===== src/sv/fsc_pkg.sv =====
// ----------------------------------------------------------------------------
// Flywheel speed controller package
// Field widths, fixed-point constants, register indexes and the sequencer
// states shared by the controller and its serial arithmetic units.
// ----------------------------------------------------------------------------
package fsc_pkg;

   localparam int VELOCITY_W   = 14;
   localparam int TARGET_RPM_W = 13;
   localparam int DRIVE_W      = 15;
   localparam int SPEED_W      = 18;
   localparam int GAIN_W       = 24;
   localparam int MARGIN_W     = 17;
   localparam int TOP_RPM_W    = 13;
   localparam int ERROR_SUM_W  = 32;

   localparam int Q16_SHIFT    = 16;
   localparam int Q16_MAX      = 131071;
   localparam int NORM_W       = VELOCITY_W + Q16_SHIFT;
   localparam int NORM_Q_W     = SPEED_W - 1;

   localparam int SMOOTH_W       = SPEED_W + 3;
   localparam int SMOOTH_DIV_W   = SMOOTH_W - 1;
   localparam int SMOOTH_DIVISOR = 5;
   localparam int SMOOTH_DVSR_W  = 3;
   localparam int SMOOTH_ROUND   = 2;

   localparam int RAW_ERR_W = SPEED_W + 2;

   localparam int PROD_V_W    = GAIN_W + NORM_Q_W;
   localparam int PROD_I_W    = GAIN_W + ERROR_SUM_W;
   localparam int ACC_W       = PROD_I_W + 1;
   localparam int ACC_CNT_W   = $clog2(ACC_W);
   localparam int GAIN_SHIFT  = 24;
   localparam int DRIVE_LIMIT_MV = 12000;

   localparam logic signed [SPEED_W-1:0]   SPEED_MAX = SPEED_W'(Q16_MAX);
   localparam logic signed [SPEED_W-1:0]   SPEED_MIN = -SPEED_MAX;
   localparam logic signed [RAW_ERR_W-1:0] RAW_MAX   = RAW_ERR_W'(Q16_MAX);
   localparam logic signed [RAW_ERR_W-1:0] RAW_MIN   = -RAW_MAX;
   localparam logic signed [DRIVE_W-1:0]   DRIVE_MAX = DRIVE_W'(DRIVE_LIMIT_MV);
   localparam logic signed [DRIVE_W-1:0]   DRIVE_MIN = -DRIVE_MAX;
   localparam logic signed [ACC_W-1:0]     ACC_LIMIT =
      ACC_W'(DRIVE_LIMIT_MV) <<< GAIN_SHIFT;
   localparam logic signed [ACC_W-1:0]     ACC_LIMIT_NEG = -ACC_LIMIT;
   localparam logic signed [ERROR_SUM_W-1:0] ERROR_SUM_MAX =
      {1'b0, {(ERROR_SUM_W-1){1'b1}}};
   localparam logic signed [ERROR_SUM_W-1:0] ERROR_SUM_MIN =
      {1'b1, {(ERROR_SUM_W-1){1'b0}}};

   localparam int CSR_INDEX_W = 3;
   localparam int CSR_DATA_W  = GAIN_W;

   localparam logic [CSR_INDEX_W-1:0] CSR_FEEDFORWARD_GAIN  = 3'd0;
   localparam logic [CSR_INDEX_W-1:0] CSR_PROPORTIONAL_GAIN = 3'd1;
   localparam logic [CSR_INDEX_W-1:0] CSR_INTEGRAL_GAIN     = 3'd2;
   localparam logic [CSR_INDEX_W-1:0] CSR_BANG_BANG_MARGIN  = 3'd3;
   localparam logic [CSR_INDEX_W-1:0] CSR_MOTOR_TOP_RPM     = 3'd4;
   localparam logic [CSR_INDEX_W-1:0] CSR_FLYWHEEL_TOP_RPM  = 3'd5;

   localparam logic [MARGIN_W-1:0]  MARGIN_RESET       = 17'd6554;
   localparam logic [TOP_RPM_W-1:0] MOTOR_TOP_RESET    = 13'd600;
   localparam logic [TOP_RPM_W-1:0] FLYWHEEL_TOP_RESET = 13'd3600;

   localparam int REQ_FIELDS_W = VELOCITY_W + TARGET_RPM_W;
   localparam int REQ_TDATA_W  = 32;
   localparam int RSP_FIELDS_W = DRIVE_W + SPEED_W;
   localparam int RSP_TDATA_W  = 40;

   typedef enum logic [3:0] {
      ST_IDLE,
      ST_NORM_WAIT,
      ST_SMOOTH_GO,
      ST_SMOOTH_WAIT,
      ST_ERROR,
      ST_INTEG,
      ST_HALVE,
      ST_MUL_GO,
      ST_MUL_WAIT,
      ST_ADD,
      ST_FINAL,
      ST_PUSH
   } state_type;

endpackage


===== src/sv/fsc_div.sv =====
// ----------------------------------------------------------------------------
// Serial restoring divider
// Unsigned quotient of a dividend by a divisor, one quotient bit per cycle.
// The remainder path is only as wide as the divisor.
// ----------------------------------------------------------------------------
module fsc_div #(
   parameter int DIVIDEND_W = 30,
   parameter int DIVISOR_W  = 13
) (
   input  logic                  clock,
   input  logic                  reset,
   input  logic                  start,
   input  logic [DIVIDEND_W-1:0] dividend,
   input  logic [DIVISOR_W-1:0]  divisor,
   output logic                  busy,
   output logic [DIVIDEND_W-1:0] quotient
);
   import fsc_pkg::*;

   localparam int CNT_W = (DIVIDEND_W > 1) ? $clog2(DIVIDEND_W) : 1;

   logic                  busy_ff, busy_in;
   logic [CNT_W-1:0]      count_ff, count_in;
   logic [DIVIDEND_W-1:0] quot_ff, quot_in;
   logic [DIVISOR_W-1:0]  rem_ff, rem_in;
   logic [DIVISOR_W-1:0]  divisor_ff, divisor_in;
   logic [DIVISOR_W:0]    trial;
   logic [DIVISOR_W:0]    diff;
   logic                  fits;

   assign trial = {rem_ff, quot_ff[DIVIDEND_W-1]};
   assign diff  = trial - {1'b0, divisor_ff};
   assign fits  = trial >= {1'b0, divisor_ff};

   always_comb begin
      busy_in    = busy_ff;
      count_in   = count_ff;
      quot_in    = quot_ff;
      rem_in     = rem_ff;
      divisor_in = divisor_ff;
      if (start) begin
         busy_in    = 1'b1;
         count_in   = CNT_W'(DIVIDEND_W - 1);
         quot_in    = dividend;
         rem_in     = '0;
         divisor_in = divisor;
      end else if (busy_ff) begin
         rem_in  = fits ? diff[DIVISOR_W-1:0] : trial[DIVISOR_W-1:0];
         quot_in = {quot_ff[DIVIDEND_W-2:0], fits};
         if (count_ff == '0) begin
            busy_in = 1'b0;
         end else begin
            count_in = count_ff - 1'b1;
         end
      end
   end

   always_ff @(posedge clock) begin
      if (reset) begin
         busy_ff  <= 1'b0;
         count_ff <= '0;
      end else begin
         busy_ff  <= busy_in;
         count_ff <= count_in;
      end
   end

   always_ff @(posedge clock) begin
      quot_ff    <= quot_in;
      rem_ff     <= rem_in;
      divisor_ff <= divisor_in;
   end

   assign busy     = busy_ff;
   assign quotient = quot_ff;

endmodule


===== src/sv/fsc_mul.sv =====
// ----------------------------------------------------------------------------
// Serial shift-add multiplier
// Unsigned product, one multiplier bit per cycle. The adder is one bit wider
// than the multiplicand and the low product bits shift out to the right.
// ----------------------------------------------------------------------------
module fsc_mul #(
   parameter int A_W = 24,
   parameter int B_W = 17
) (
   input  logic               clock,
   input  logic               reset,
   input  logic               start,
   input  logic [A_W-1:0]     multiplicand,
   input  logic [B_W-1:0]     multiplier,
   output logic               busy,
   output logic [A_W+B_W-1:0] product
);
   import fsc_pkg::*;

   localparam int CNT_W = (B_W > 1) ? $clog2(B_W) : 1;

   logic               busy_ff, busy_in;
   logic [CNT_W-1:0]   count_ff, count_in;
   logic [A_W+B_W-1:0] prod_ff, prod_in;
   logic [A_W-1:0]     mcand_ff, mcand_in;
   logic [A_W:0]       upper;

   assign upper = {1'b0, prod_ff[A_W+B_W-1:B_W]} + (prod_ff[0] ? {1'b0, mcand_ff} : '0);

   always_comb begin
      busy_in  = busy_ff;
      count_in = count_ff;
      prod_in  = prod_ff;
      mcand_in = mcand_ff;
      if (start) begin
         busy_in  = 1'b1;
         count_in = CNT_W'(B_W - 1);
         prod_in  = {{A_W{1'b0}}, multiplier};
         mcand_in = multiplicand;
      end else if (busy_ff) begin
         prod_in = {upper, prod_ff[B_W-1:1]};
         if (count_ff == '0) begin
            busy_in = 1'b0;
         end else begin
            count_in = count_ff - 1'b1;
         end
      end
   end

   always_ff @(posedge clock) begin
      if (reset) begin
         busy_ff  <= 1'b0;
         count_ff <= '0;
      end else begin
         busy_ff  <= busy_in;
         count_ff <= count_in;
      end
   end

   always_ff @(posedge clock) begin
      prod_ff  <= prod_in;
      mcand_ff <= mcand_in;
   end

   assign busy    = busy_ff;
   assign product = prod_ff;

endmodule


===== src/sv/flywheel_speed_controller_unit.sv =====
// ----------------------------------------------------------------------------
// Flywheel speed controller
// Bang-bang plus feedforward and PI velocity loop in Q16 fixed point,
// computed with serial dividers, serial multipliers and a serial adder.
// ----------------------------------------------------------------------------
// One word is taken at a time. A word in the full-drive branch goes from the
// error step straight to the output, past the integral update, the gain
// products and the serial sum. The two normalizing divisions run side by
// side at one bit per cycle over 30 bits, the divide by five of the
// smoothing filter has a 20-bit dividend, the integral gain product a 32-bit
// multiplier, and the three gain products are summed one bit per cycle over
// 57 bits. A finished result sits in the output register, so the next word
// is accepted while the previous result still waits to be taken.
module flywheel_speed_controller_unit (
   input  logic                             clock,
   input  logic                             reset,
   input  logic                             csr_write_enable,
   input  logic [fsc_pkg::CSR_INDEX_W-1:0]  csr_index,
   input  logic [fsc_pkg::CSR_DATA_W-1:0]   csr_write_data,
   input  logic                             req_tvalid,
   output logic                             req_tready,
   // motor_velocity, target_rpm, zero fill
   input  logic [fsc_pkg::REQ_TDATA_W-1:0]  req_tdata,
   output logic                             rsp_tvalid,
   input  logic                             rsp_tready,
   // drive_millivolts, filtered_speed, zero fill
   output logic [fsc_pkg::RSP_TDATA_W-1:0]  rsp_tdata,
   // full_drive
   output logic                             rsp_tuser
);
   import fsc_pkg::*;

   state_type state_ff, state_in;

   logic [GAIN_W-1:0]    kv_ff, kv_in;
   logic [GAIN_W-1:0]    kp_ff, kp_in;
   logic [GAIN_W-1:0]    ki_ff, ki_in;
   logic [MARGIN_W-1:0]  margin_ff, margin_in;
   logic [TOP_RPM_W-1:0] motor_top_ff, motor_top_in;
   logic [TOP_RPM_W-1:0] fly_top_ff, fly_top_in;

   logic                          vel_neg_ff, vel_neg_in;
   logic [NORM_Q_W-1:0]           target_ff, target_in;
   logic signed [SPEED_W-1:0]     speed_ff, speed_in;
   logic                          smooth_neg_ff, smooth_neg_in;
   logic signed [SPEED_W-1:0]     smoothed_ff, smoothed_in;
   logic signed [SPEED_W-1:0]     err_ff, err_in;
   logic                          halve_ff, halve_in;
   logic signed [ERROR_SUM_W-1:0] error_sum_ff, error_sum_in;
   logic signed [SPEED_W-1:0]     prev_error_ff, prev_error_in;
   logic                          neg_p_ff, neg_p_in;
   logic                          neg_i_ff, neg_i_in;
   logic [PROD_V_W-1:0]           sh_v_ff, sh_v_in;
   logic [PROD_V_W-1:0]           sh_p_ff, sh_p_in;
   logic [PROD_I_W-1:0]           sh_i_ff, sh_i_in;
   logic [1:0]                    carry_ff, carry_in;
   logic signed [ACC_W-1:0]       acc_ff, acc_in;
   logic [ACC_CNT_W-1:0]          bit_count_ff, bit_count_in;
   logic signed [DRIVE_W-1:0]     result_drive_ff, result_drive_in;
   logic                          result_full_ff, result_full_in;

   logic                      rsp_tvalid_ff, rsp_tvalid_in;
   logic signed [DRIVE_W-1:0] rsp_drive_ff, rsp_drive_in;
   logic signed [SPEED_W-1:0] rsp_speed_ff, rsp_speed_in;
   logic                      rsp_full_ff, rsp_full_in;

   logic norm_start, smooth_start, mul_start, push;
   logic tgt_busy, spd_busy, div5_busy, mul_v_busy, mul_p_busy, mul_i_busy;

   logic [VELOCITY_W-1:0]   req_velocity;
   logic [TARGET_RPM_W-1:0] req_target_rpm;
   logic [VELOCITY_W-1:0]   vel_mag;
   logic [NORM_W-1:0]       tgt_dividend, spd_dividend;
   logic [TOP_RPM_W-1:0]    motor_divisor, fly_divisor;
   logic [NORM_W-1:0]       tgt_quot, spd_quot;
   logic [NORM_Q_W-1:0]     tgt_sat, spd_mag;

   logic signed [SMOOTH_W-1:0] smooth_sum;
   logic [SMOOTH_W-1:0]        smooth_abs;
   logic [SMOOTH_DIV_W-1:0]    smooth_dividend;
   logic [SMOOTH_DIV_W-1:0]    div5_quot;
   logic [SPEED_W-1:0]         smooth_q;

   logic signed [RAW_ERR_W-1:0]   raw_error;
   logic                          raw_full;
   logic signed [SPEED_W-1:0]     err_sat;
   logic                          halve_cond;
   logic signed [ERROR_SUM_W:0]   sum_wide;
   logic signed [ERROR_SUM_W-1:0] sum_sat;
   logic signed [ERROR_SUM_W-1:0] halve_tmp;

   logic [SPEED_W-1:0]     err_abs;
   logic [ERROR_SUM_W-1:0] sum_mag;
   logic [PROD_V_W-1:0]    prod_v, prod_p;
   logic [PROD_I_W-1:0]    prod_i;

   logic                      bit_p, bit_i;
   logic [2:0]                add_total;
   logic signed [DRIVE_W-1:0] drive_trunc;

   assign req_velocity   = req_tdata[VELOCITY_W-1:0];
   assign req_target_rpm = req_tdata[REQ_FIELDS_W-1:VELOCITY_W];
   assign vel_mag = req_velocity[VELOCITY_W-1] ? (~req_velocity + 1'b1) : req_velocity;
   assign spd_dividend = {vel_mag, {Q16_SHIFT{1'b0}}};
   assign tgt_dividend = {1'b0, req_target_rpm, {Q16_SHIFT{1'b0}}};
   assign motor_divisor = (motor_top_ff == '0) ? TOP_RPM_W'(1) : motor_top_ff;
   assign fly_divisor   = (fly_top_ff == '0) ? TOP_RPM_W'(1) : fly_top_ff;

   assign tgt_sat = (|tgt_quot[NORM_W-1:NORM_Q_W]) ? '1 : tgt_quot[NORM_Q_W-1:0];
   assign spd_mag = (|spd_quot[NORM_W-1:NORM_Q_W]) ? '1 : spd_quot[NORM_Q_W-1:0];

   assign smooth_sum = {{(SMOOTH_W-SPEED_W){speed_ff[SPEED_W-1]}}, speed_ff}
                     + {smoothed_ff[SPEED_W-1], smoothed_ff, 2'b00};
   assign smooth_abs = smooth_sum[SMOOTH_W-1] ? (~smooth_sum + 1'b1) : smooth_sum;
   assign smooth_dividend = smooth_abs[SMOOTH_DIV_W-1:0] + SMOOTH_DIV_W'(SMOOTH_ROUND);
   assign smooth_q = div5_quot[SPEED_W-1:0];

   assign raw_error = $signed({{(RAW_ERR_W-NORM_Q_W){1'b0}}, target_ff})
                    - $signed({{(RAW_ERR_W-SPEED_W){smoothed_ff[SPEED_W-1]}}, smoothed_ff});
   assign raw_full = raw_error > $signed({{(RAW_ERR_W-MARGIN_W){1'b0}}, margin_ff});
   assign err_sat = (raw_error > RAW_MAX) ? SPEED_MAX :
                    (raw_error < RAW_MIN) ? SPEED_MIN : raw_error[SPEED_W-1:0];
   assign halve_cond = (!err_sat[SPEED_W-1] && (err_sat != '0))
                    && (prev_error_ff[SPEED_W-1] || (prev_error_ff == '0));

   assign sum_wide = {error_sum_ff[ERROR_SUM_W-1], error_sum_ff}
                   + {{(ERROR_SUM_W+1-SPEED_W){err_ff[SPEED_W-1]}}, err_ff};
   assign sum_sat = (sum_wide[ERROR_SUM_W] != sum_wide[ERROR_SUM_W-1]) ?
                    (sum_wide[ERROR_SUM_W] ? ERROR_SUM_MIN : ERROR_SUM_MAX) :
                    sum_wide[ERROR_SUM_W-1:0];
   assign halve_tmp = error_sum_ff
                    + {{(ERROR_SUM_W-1){1'b0}}, error_sum_ff[ERROR_SUM_W-1]};

   assign err_abs = err_ff[SPEED_W-1] ? (~err_ff + 1'b1) : err_ff;
   assign sum_mag = error_sum_ff[ERROR_SUM_W-1] ? (~error_sum_ff + 1'b1) : error_sum_ff;

   assign bit_p = sh_p_ff[0] ^ neg_p_ff;
   assign bit_i = sh_i_ff[0] ^ neg_i_ff;
   assign add_total = {2'b00, sh_v_ff[0]} + {2'b00, bit_p} + {2'b00, bit_i}
                    + {1'b0, carry_ff};

   assign drive_trunc = acc_ff[GAIN_SHIFT+DRIVE_W-1:GAIN_SHIFT]
                      + {{(DRIVE_W-1){1'b0}},
                         acc_ff[ACC_W-1] && (|acc_ff[GAIN_SHIFT-1:0])};

   fsc_div #(.DIVIDEND_W(NORM_W), .DIVISOR_W(TOP_RPM_W)) u_tgt_div (
      .clock(clock), .reset(reset), .start(norm_start),
      .dividend(tgt_dividend), .divisor(fly_divisor),
      .busy(tgt_busy), .quotient(tgt_quot)
   );

   fsc_div #(.DIVIDEND_W(NORM_W), .DIVISOR_W(TOP_RPM_W)) u_spd_div (
      .clock(clock), .reset(reset), .start(norm_start),
      .dividend(spd_dividend), .divisor(motor_divisor),
      .busy(spd_busy), .quotient(spd_quot)
   );

   fsc_div #(.DIVIDEND_W(SMOOTH_DIV_W), .DIVISOR_W(SMOOTH_DVSR_W)) u_div5 (
      .clock(clock), .reset(reset), .start(smooth_start),
      .dividend(smooth_dividend), .divisor(SMOOTH_DVSR_W'(SMOOTH_DIVISOR)),
      .busy(div5_busy), .quotient(div5_quot)
   );

   fsc_mul #(.A_W(GAIN_W), .B_W(NORM_Q_W)) u_mul_v (
      .clock(clock), .reset(reset), .start(mul_start),
      .multiplicand(kv_ff), .multiplier(target_ff),
      .busy(mul_v_busy), .product(prod_v)
   );

   fsc_mul #(.A_W(GAIN_W), .B_W(NORM_Q_W)) u_mul_p (
      .clock(clock), .reset(reset), .start(mul_start),
      .multiplicand(kp_ff), .multiplier(err_abs[NORM_Q_W-1:0]),
      .busy(mul_p_busy), .product(prod_p)
   );

   fsc_mul #(.A_W(GAIN_W), .B_W(ERROR_SUM_W)) u_mul_i (
      .clock(clock), .reset(reset), .start(mul_start),
      .multiplicand(ki_ff), .multiplier(sum_mag),
      .busy(mul_i_busy), .product(prod_i)
   );

   always_comb begin
      state_in = state_ff;
      case (state_ff)
         ST_IDLE: begin
            if (req_tvalid) state_in = ST_NORM_WAIT;
         end
         ST_NORM_WAIT: begin
            if (!tgt_busy && !spd_busy) state_in = ST_SMOOTH_GO;
         end
         ST_SMOOTH_GO: state_in = ST_SMOOTH_WAIT;
         ST_SMOOTH_WAIT: begin
            if (!div5_busy) state_in = ST_ERROR;
         end
         ST_ERROR: state_in = raw_full ? ST_PUSH : ST_INTEG;
         ST_INTEG: state_in = ST_HALVE;
         ST_HALVE: state_in = ST_MUL_GO;
         ST_MUL_GO: state_in = ST_MUL_WAIT;
         ST_MUL_WAIT: begin
            if (!mul_v_busy && !mul_p_busy && !mul_i_busy) state_in = ST_ADD;
         end
         ST_ADD: begin
            if (bit_count_ff == ACC_CNT_W'(ACC_W - 1)) state_in = ST_FINAL;
         end
         ST_FINAL: state_in = ST_PUSH;
         ST_PUSH: begin
            if (!rsp_tvalid_ff || rsp_tready) state_in = ST_IDLE;
         end
         default: state_in = ST_IDLE;
      endcase
   end

   always_comb begin
      req_tready   = 1'b0;
      norm_start   = 1'b0;
      smooth_start = 1'b0;
      mul_start    = 1'b0;
      push         = 1'b0;
      case (state_ff)
         ST_IDLE: begin
            req_tready = 1'b1;
            norm_start = req_tvalid;
         end
         ST_SMOOTH_GO: smooth_start = 1'b1;
         ST_MUL_GO:    mul_start    = 1'b1;
         ST_PUSH:      push = !rsp_tvalid_ff || rsp_tready;
         default: begin
            req_tready = 1'b0;
         end
      endcase
   end

   always_comb begin
      kv_in           = kv_ff;
      kp_in           = kp_ff;
      ki_in           = ki_ff;
      margin_in       = margin_ff;
      motor_top_in    = motor_top_ff;
      fly_top_in      = fly_top_ff;
      vel_neg_in      = vel_neg_ff;
      target_in       = target_ff;
      speed_in        = speed_ff;
      smooth_neg_in   = smooth_neg_ff;
      smoothed_in     = smoothed_ff;
      err_in          = err_ff;
      halve_in        = halve_ff;
      error_sum_in    = error_sum_ff;
      prev_error_in   = prev_error_ff;
      neg_p_in        = neg_p_ff;
      neg_i_in        = neg_i_ff;
      sh_v_in         = sh_v_ff;
      sh_p_in         = sh_p_ff;
      sh_i_in         = sh_i_ff;
      carry_in        = carry_ff;
      acc_in          = acc_ff;
      bit_count_in    = bit_count_ff;
      result_drive_in = result_drive_ff;
      result_full_in  = result_full_ff;
      rsp_tvalid_in   = rsp_tvalid_ff && !rsp_tready;
      rsp_drive_in    = rsp_drive_ff;
      rsp_speed_in    = rsp_speed_ff;
      rsp_full_in     = rsp_full_ff;

      if (csr_write_enable) begin
         case (csr_index)
            CSR_FEEDFORWARD_GAIN:  kv_in = csr_write_data[GAIN_W-1:0];
            CSR_PROPORTIONAL_GAIN: kp_in = csr_write_data[GAIN_W-1:0];
            CSR_INTEGRAL_GAIN:     ki_in = csr_write_data[GAIN_W-1:0];
            CSR_BANG_BANG_MARGIN:  margin_in = csr_write_data[MARGIN_W-1:0];
            CSR_MOTOR_TOP_RPM:     motor_top_in = csr_write_data[TOP_RPM_W-1:0];
            CSR_FLYWHEEL_TOP_RPM:  fly_top_in = csr_write_data[TOP_RPM_W-1:0];
            default: begin
               kv_in = kv_ff;
            end
         endcase
      end

      case (state_ff)
         ST_IDLE: begin
            vel_neg_in = req_velocity[VELOCITY_W-1];
         end
         ST_NORM_WAIT: begin
            target_in = tgt_sat;
            speed_in  = vel_neg_ff ? (SPEED_W'(0) - {1'b0, spd_mag}) : {1'b0, spd_mag};
         end
         ST_SMOOTH_GO: begin
            smooth_neg_in = smooth_sum[SMOOTH_W-1];
         end
         ST_SMOOTH_WAIT: begin
            smoothed_in = smooth_neg_ff ? (SPEED_W'(0) - smooth_q) : smooth_q;
         end
         ST_ERROR: begin
            err_in          = err_sat;
            halve_in        = halve_cond;
            result_drive_in = DRIVE_MAX;
            result_full_in  = raw_full;
         end
         ST_INTEG: begin
            error_sum_in  = sum_sat;
            prev_error_in = err_ff;
         end
         ST_HALVE: begin
            if (halve_ff) begin
               error_sum_in = {halve_tmp[ERROR_SUM_W-1], halve_tmp[ERROR_SUM_W-1:1]};
            end
         end
         ST_MUL_GO: begin
            neg_p_in = err_ff[SPEED_W-1];
            neg_i_in = error_sum_ff[ERROR_SUM_W-1];
         end
         ST_MUL_WAIT: begin
            sh_v_in      = prod_v;
            sh_p_in      = prod_p;
            sh_i_in      = prod_i;
            carry_in     = {1'b0, neg_p_ff} + {1'b0, neg_i_ff};
            bit_count_in = '0;
         end
         ST_ADD: begin
            acc_in       = {add_total[0], acc_ff[ACC_W-1:1]};
            carry_in     = add_total[2:1];
            sh_v_in      = {1'b0, sh_v_ff[PROD_V_W-1:1]};
            sh_p_in      = {1'b0, sh_p_ff[PROD_V_W-1:1]};
            sh_i_in      = {1'b0, sh_i_ff[PROD_I_W-1:1]};
            bit_count_in = bit_count_ff + 1'b1;
         end
         ST_FINAL: begin
            if (acc_ff > ACC_LIMIT) begin
               result_drive_in = DRIVE_MAX;
            end else if (acc_ff < ACC_LIMIT_NEG) begin
               result_drive_in = DRIVE_MIN;
            end else begin
               result_drive_in = drive_trunc;
            end
            result_full_in = 1'b0;
         end
         ST_PUSH: begin
            if (push) begin
               rsp_tvalid_in = 1'b1;
               rsp_drive_in  = result_drive_ff;
               rsp_speed_in  = smoothed_ff;
               rsp_full_in   = result_full_ff;
            end
         end
         default: begin
            acc_in = acc_ff;
         end
      endcase
   end

   always_ff @(posedge clock) begin
      if (reset) begin
         state_ff      <= ST_IDLE;
         kv_ff         <= '0;
         kp_ff         <= '0;
         ki_ff         <= '0;
         margin_ff     <= MARGIN_RESET;
         motor_top_ff  <= MOTOR_TOP_RESET;
         fly_top_ff    <= FLYWHEEL_TOP_RESET;
         smoothed_ff   <= '0;
         error_sum_ff  <= '0;
         prev_error_ff <= '0;
         rsp_tvalid_ff <= 1'b0;
      end else begin
         state_ff      <= state_in;
         kv_ff         <= kv_in;
         kp_ff         <= kp_in;
         ki_ff         <= ki_in;
         margin_ff     <= margin_in;
         motor_top_ff  <= motor_top_in;
         fly_top_ff    <= fly_top_in;
         smoothed_ff   <= smoothed_in;
         error_sum_ff  <= error_sum_in;
         prev_error_ff <= prev_error_in;
         rsp_tvalid_ff <= rsp_tvalid_in;
      end
   end

   always_ff @(posedge clock) begin
      vel_neg_ff      <= vel_neg_in;
      target_ff       <= target_in;
      speed_ff        <= speed_in;
      smooth_neg_ff   <= smooth_neg_in;
      err_ff          <= err_in;
      halve_ff        <= halve_in;
      neg_p_ff        <= neg_p_in;
      neg_i_ff        <= neg_i_in;
      sh_v_ff         <= sh_v_in;
      sh_p_ff         <= sh_p_in;
      sh_i_ff         <= sh_i_in;
      carry_ff        <= carry_in;
      acc_ff          <= acc_in;
      bit_count_ff    <= bit_count_in;
      result_drive_ff <= result_drive_in;
      result_full_ff  <= result_full_in;
      rsp_drive_ff    <= rsp_drive_in;
      rsp_speed_ff    <= rsp_speed_in;
      rsp_full_ff     <= rsp_full_in;
   end

   assign rsp_tvalid = rsp_tvalid_ff;
   assign rsp_tdata  = {{(RSP_TDATA_W-RSP_FIELDS_W){1'b0}}, rsp_speed_ff, rsp_drive_ff};
   assign rsp_tuser  = rsp_full_ff;

   assert property (@(posedge clock) disable iff (reset)
      (req_tvalid && req_tready) |=> (tgt_busy && spd_busy))
      else $error("normalizing dividers did not start on an accepted word");

   assert property (@(posedge clock) disable iff (reset)
      (state_ff == ST_ADD) |-> (!mul_v_busy && !mul_p_busy && !mul_i_busy))
      else $error("serial sum started before the gain products were done");

   assert property (@(posedge clock) disable iff (reset)
      rsp_tvalid_ff |-> ((rsp_drive_ff <= DRIVE_MAX) && (rsp_drive_ff >= DRIVE_MIN)))
      else $error("drive voltage outside the clamp range");

   assert property (@(posedge clock) disable iff (reset)
      (rsp_tvalid_ff && rsp_full_ff) |-> (rsp_drive_ff == DRIVE_MAX))
      else $error("full drive flagged without full voltage");

endmodule


===== config.mk =====
export PLATFORM = sky130hd
export DESIGN_NAME = flywheel_speed_controller_unit
export DESIGN_NICKNAME = d
export VERILOG_FILES = /design/src/sv/fsc_pkg.sv /design/src/sv/fsc_div.sv /design/src/sv/fsc_mul.sv /design/src/sv/flywheel_speed_controller_unit.sv
export SDC_FILE = /design/constraint.sdc
export NUM_CORES = 2
export LEC_CHECK = 0
export BUFFER_PORTS_ARGS = -buffer_cell sky130_fd_sc_hd__clkbuf_2
export CORE_MARGIN = 2
export CORE_UTILIZATION = 50
export CTS_CLUSTER_SIZE = 28
export DETAILED_ROUTE_END_ITERATION = 8
export PLACE_DENSITY = 0.62
export SLEW_MARGIN = 10
export SYNTH_ARGS = -nofsm -noshare
export SYNTH_HDL_FRONTEND = slang
export SYNTH_SLANG_ARGS = --single-unit

===== constraint.sdc =====
create_clock -name clock -period 10.6 [get_ports clock]
set_clock_uncertainty 0.05 [all_clocks]
set_input_delay 2.12 -clock clock [delete_from_list [all_inputs] [get_ports clock]]
set_output_delay 2.12 -clock clock [all_outputs]
set_load 0.02 [all_outputs]

Word-level counts from Yosys, hierarchy flattened:

Index checks and enable logic that the tools add are counted.

* register bits after elaboration: 880
* bits of input ports: 64
* output and inout port bits: 43
* logic and storage cells: 301

* $add $sub $neg: 29
* magnitude comparators: 8
* equal/unequal tests: 31
* multiplexer cells: 91
* bitwise operators: 11
* reduce and logical (&&, ||, !) cells: 64

Operator list (count)
* $mux 32: 6
* $pmux 41 s2: 2
* $mux 17: 7
* $pmux 56 s2: 1
* $mux 5: 18
* $add 24x24->25: 3
* $mux 24: 3
* $pmux 32 s2: 1
* $mux 20: 3
* $mux 30: 2
* $mux 29: 2
* $gt 57x39->1 const B: 1
* $lt 57x39->1 const B: 1
* $mux 18: 3
* $pmux 4 s12: 1
* $reduce_and 2->1: 19
* $add 32x18->33: 1
* $add 32x1->32: 1
* $add 32x1->32 const B: 1
* $not 32->32: 1
* $logic_not 5->1: 6
* $mux 15: 2
* $pmux 15 s2: 1
* $sub 5x1->5 const B: 6
* other kinds (56): 142

Depth between registers and ports, before layout:

* depth in word-level cells: 7
* depth in mapped cells: 22
* gate-level depth less buffers: 22

By module:

Synthesis repeated with hierarchy kept, for this count alone.

* cell total of the unflattened synthesis: 4818
* area, all modules: 47359.2 µm²

Modules (own cells, without submodules)
* flywheel_speed_controller_unit: instances 1, cells each 2981, area each 26825.7 µm², seq. area each 13102.6 µm²
* fsc_mul at u_mul_i: instances 1, cells each 376, area each 4459.3 µm², seq. area each 2282.2 µm²
* fsc_mul at u_mul_v: instances 1, cells each 400, area each 4032.6 µm², seq. area each 1831.8 µm²
* fsc_mul at u_mul_p: instances 1, cells each 384, area each 3962.6 µm², seq. area each 1831.8 µm²
* fsc_div at u_tgt_div: instances 1, cells each 295, area each 3358.2 µm², seq. area each 1671.6 µm²
* fsc_div at u_spd_div: instances 1, cells each 273, area each 3214.3 µm², seq. area each 1671.6 µm²
* fsc_div at u_div5: instances 1, cells each 109, area each 1506.4 µm², seq. area each 870.8 µm²

Worst setup path before layout:

No wires, ideal clock.

* kind: register -> register
* start point: register state_ff[2]
* end point: register bit_count_ff[0] (enable)
* setup time: 0.653 ns
* data arrival time: 6.701 ns
* required time: 9.897 ns
* slack: 3.196 ns
* cell stages (with the launch flop): 4
* path buffers: 1
* period minus slack after synthesis: 7.404 ns
* path through: dfxtp_1 clkbuf_1 nand2b_1 nor2_1

* cells in the longest elaborated chain, start to end: 2
* elaborated cells between the ends (all ways): 3
* those cells by class: eq/ne (2); reduce/logical (1)

Ends and longest elaborated chain
* start: declaration: line flywheel_speed_controller_unit.sv:33 `state_type state_ff, state_in;`
* start signal: assignment: line flywheel_speed_controller_unit.sv:364 `state_ff <= state_in;`
* $eq 4x4->1: line flywheel_speed_controller_unit.sv:278 `case (state_ff)`
* $reduce_bool 2->1 (no line) (*)
* end signal: assignment: line flywheel_speed_controller_unit.sv:392 `bit_count_ff <= bit_count_in;`
* end: declaration: line flywheel_speed_controller_unit.sv:58 `logic [ACC_CNT_W-1:0] bit_count_ff, bit_count_in;`

Mark *: on every way between the ends. The rest lies on a longest branch, timed or not.
A chain may end at the register's enable or synchronous reset.

Worst setup path after layout:

* start point: register target_ff[0]
* end point: register result_full_ff (data pin)

* cells in the longest elaborated chain, start to end: 3

Ends and longest elaborated chain
* start: declaration: line flywheel_speed_controller_unit.sv:43 `logic [NORM_Q_W-1:0] target_ff, target_in;`
* start signal: assignment: line flywheel_speed_controller_unit.sv:380 `target_ff <= target_in;`
* $sub 18x18->19: line flywheel_speed_controller_unit.sv:119 `- $signed({{(RAW_ERR_W-SPEED_W){smoothed_ff[SPEED_W-1]}}, smoothed_ff});`
* $gt 19x18->1: line flywheel_speed_controller_unit.sv:120 `assign raw_full = raw_error > $signed({{(RAW_ERR_W-MARGIN_W){1'b0}}, margin_ff});`
* $pmux 1 s2: line flywheel_speed_controller_unit.sv:278
* end signal: assignment: line flywheel_speed_controller_unit.sv:394 `result_full_ff <= result_full_in;`
* end: declaration: line flywheel_speed_controller_unit.sv:60 `logic result_full_ff, result_full_in;`

No other way between the ends.

==> summary.md <==
| Metric | Value |
|---|---|
| Outcome | `completed` |
| Area delta synth->final | `9.788%` |
| Setup total negative slack | `0 ps` |
| Post-synthesis sequential area ratio | `0.5041` |
| Critical Path RT | `10910 ps` |
| Post-synthesis xor/xnor area fraction | `0.05784` |
| Clk buf depth | `3` |
| Final critical-path share of the clock period | `0.4865` |
| Post-synth EDFFs | `522` |
| Antenna-violating nets left | `0` |
| Clock Latency Late Sink | `670 ps` |
| Vias in the first global route | `31.37k` |
| Hold Path Sink | `rsp_drive_ff[10]$_DFFE_PP_` |
| Vias per cell | `5.403` |
| Yosys reg bits | `880` |
| Most frequent cells in the layout | `1019 x nand2_1, 522 x edfxtp_1, 354 x dfxtp_1` |
| Die height | `305.1 µm` |
| Setup violators final | `0` |
| Cells along the critical path | `inv_1 -> ha_1 -> inv_1 -> fa_1 -> a21o_1 -> a21oi_1 -> o21ai_1 -> a21oi_1 -> o21ai_1 -> a2111oi_0 -> nor2_1 -> xnor2_1 -> inv_1 -> ha_1 -> nor2b_1 -> o21ai_0 -> nand2b_1 -> a221oi_1 -> a21oi_1 -> o21ai_0 -> a21oi_1` |
| Async SR Flop Fraction | `0` |
| Synth Area in Simple Gates | `0.1842` |
| Leakage power | `19.68 nW` |
| Syn Inst Count | `4777` |
| Netlist Area Pre-Place | `45320 µm²` |
| Kind of critical path | `reg -> reg` |
| Num Clock Sinks | `880` |
| Worst stage delay on the critical path | `580 ps` |
| Buffer count from post-CTS setup fixing | `0` |
| Fmax | `0.1939 GHz` |
| Tot GR Track Use | `0.2138` |
| Post-Synth Adder-Cell Area | `0.06295` |
| Hold buffer count at CTS | `0` |
| CP max-delay cell | `a2111oi_0` |
| CTS tree | `yes` |
| Wire per inst | `16.55 µm` |
| DRC | `0` |
| Initial antenna violation count | `1` |
| Die X-Extent | `305.1 µm` |
| Most frequent CP cell | `a21oi_1` |
| Routability cong. | `0.8440` |
| Reg2Reg Setup Slack | `5440 ps` |
| Total Power | `0.009594 W` |
| Endpoint arrival time on the critical path | `5460 ps` |
| IO buf count | `94` |
| Iteration-0 DRC Markers | `2091` |
| Clock root buffer | `clkbuf_16` |
| Slew @ Worst Pin | `1122 ps` |
| Layout cells sized above 1 | `0.07534` |
| Worst hold path class | `reg -> reg` |
| Final Hold Vio Count | `0` |
| Crit end category | `register` |
| Fillers | `8049` |
| Yosys warns | `0` |
| Final wirelength | `99.64 mm` |
| Unrepaired setup endpoints after global routing | `no` |
| Router iterations before antenna repair | `5` |
| Reg clk slew, reported paths | `60 ps` |
| Post-synthesis area per instance | `9.486 µm²` |
| Top FF cell, synth | `edfxtp_1` |
| Largest net degree at the start of global routing | `114` |
| Netlist cell types | `105` |
| Most common cell after layout, fill and taps aside | `nand2_1` |
| Final Max Slew Viols | `0` |
| Initial core utilization | `0.5042` |
| Core ar. | `89870 µm²` |
| Final HPWL DP | `67.10 mm` |
| Post-synthesis mux area share | `0.02190` |
| Die ar. | `93060 µm²` |
| Max-Cap Viols | `0` |
| Grt ovf | `0` |
| Crit path max fanout | `4` |
| Peak supply drop | `0.0001541 V` |
| Worst R2R End | `result_full_ff$_SDFFCE_PP0P_` |
| # IOs | `107` |
| Slew headroom | `0.2517` |
| Final min period | `5157 ps` |
| Vias | `32.54k` |
| Critical path startpoint category | `register` |
| Post-CTS sizing | `0` |
| Largest family of logic cells by synthesized area | `simple AND/OR/NAND/NOR gates` |
| Worst R2R Path Depth | `21` |
| # rows | `110` |
| First-pass GRT wire length | `163.0 mm` |
| H-tree Lvls | `3` |
| PwrDens | `192.8 nW/µm²` |
| CTS Buf Count | `96` |
| Synth Area in Compound Gates | `0.1322` |
| Layout Nets | `5048` |
| Critical R2R Launch | `target_ff[0]$_SDFFCE_PP1P_` |
| Hold Path Depth | `0` |
| Min-delay src | `result_drive_ff[10]$_SDFFCE_PN1P_` |
state kept, by name (all words and copies together), names as in the netlist, 30 cells and up:
signal              cells
acc_ff                 57
u_spd_div.quotient     30
u_tgt_div.quotient     30
sh_v_ff                41
sh_p_ff                41
u_mul_i.product        56
u_mul_v.product        41
u_mul_p.product        41
sh_i_ff                56
error_sum_ff           32
worst max-delay path: cells and delay by family (launching register included):
| kind | cells | cell delay (ps) |
|---|---|---|
| flip-flops | 1 | 360 |
| AO/OA/AOI/OAI | 11 | 2640 |
| XOR/XNOR | 1 | 330 |
| adder cells (fa/ha/maj) | 3 | 870 |
| AND/OR/NAND/NOR | 3 | 360 |
| buffers and inverters | 3 | 230 |
cell families (layout without fill, tap and decap cells):
kind of cell | Yosys count | count (layout)
AND/OR/NAND/NOR | 1871 | 1871
AO/OA/AOI/OAI | 977 | 977
flip-flops | 880 | 880
buffers and inverters | 431 | 493
XOR/XNOR | 295 | 295
adder cells (fa/ha/maj) | 223 | 223
multiplexers | 99 | 99
other | 1 | 8
layout make-up:
type | count | area, µm² | share of cell area
flip-flops and latches | 880 | 22850 | 0.4592
multi-input cells | 3472 | 20900 | 0.4200
clock buffers | 121 | 2579 | 0.05183
well taps | 1176 | 1471 | 0.02958
repair buffers | 129 | 739.5 | 0.01486
inverters | 187 | 711.9 | 0.01431
clock inverters | 56 | 505.5 | 0.01016
diodes | 1 | 2.502 | 0.00005030
report_power, final:
group	internal [W]	switching (W)	total, W
Combinational	0.000826	0.00127	0.00210
Clock	0.00191	0.00137	0.00328
Sequential	0.00398	0.000231	0.00421
Total	0.00672	0.00287	0.00959
through the flow:
| step | area [µm²] | instances | util | setup WS [ps] | hold WS [ps] |
|---|---|---|---|---|---|
| floorplan | 45340 | 4783 | - | 3196 | 350.3 |
| global placement | 46660 | 5844 | 0.5192 | 5624 | 353.0 |
| detailed placement | 46660 | 5844 | 0.5192 | 5527 | 354.5 |
| CTS | 49750 | 6021 | 0.5535 | 5454 | 361.9 |
| global route | 49750 | 6021 | 0.5535 | 4955 | 374.1 |
| finish | 49750 | 6022 | 0.5536 | 5443 | 364.3 |
synth_stat cells, drive strengths merged (15+ instances only):
master | instances | area (µm²)
nand2 | 1022 | 3844
edfxtp | 522 | 15680
dfxtp | 358 | 7167
a21oi | 334 | 1683
nor2 | 308 | 1156
o21ai | 302 | 1515
ha | 208 | 2603
clkbuf | 207 | 777.0
inv | 184 | 690.7
xnor2 | 158 | 1414
xor2 | 137 | 1207
mux2i | 98 | 980.9
and2 | 86 | 538.0
nand3 | 83 | 415.4
a21o | 66 | 503.0
nor3 | 61 | 337.8
nand2b | 55 | 346.6
a211oi | 48 | 392.9
nor4 | 43 | 281.5
nor2b | 38 | 237.7
buf | 37 | 186.4
nand4 | 35 | 219.0
or3 | 34 | 212.7
a31oi | 33 | 227.7
o31ai | 30 | 230.2
or2 | 29 | 181.4
o21a | 28 | 210.2
and3 | 26 | 167.7
nand3b | 22 | 165.2
a21boi | 15 | 112.6
o21bai | 15 | 116.4
metal layers:
metal  vias up  wire length, µm  global-route usage  share of wire
li1      16650                -                   -              -
met1     15280            48040              0.2954           0.48
met2       469            45460              0.3521           0.46
met3       138             3657             0.02510          0.037
met4         0             2489             0.06631          0.025
met5         -                0                   0              0
worst max path at each step:
stage / cells after the start / to / start
global route: 21 / result_full_ff$_SDFFCE_PP0P_ / target_ff[0]$_SDFFCE_PP1P_
global placement: 21 / result_full_ff$_SDFFCE_PP0P_ / target_ff[0]$_SDFFCE_PP1P_
floorplan: 3 / bit_count_ff[0]$_SDFFCE_PN0P_ / state_ff[2]$_SDFFE_PP0P_
finish: 21 / result_full_ff$_SDFFCE_PP0P_ / target_ff[0]$_SDFFCE_PP1P_
CTS: 21 / result_full_ff$_SDFFCE_PP0P_ / target_ff[0]$_SDFFCE_PP1P_
detailed placement: 21 / result_full_ff$_SDFFCE_PP0P_ / target_ff[0]$_SDFFCE_PP1P_
(Power assumes the default switching activity.)
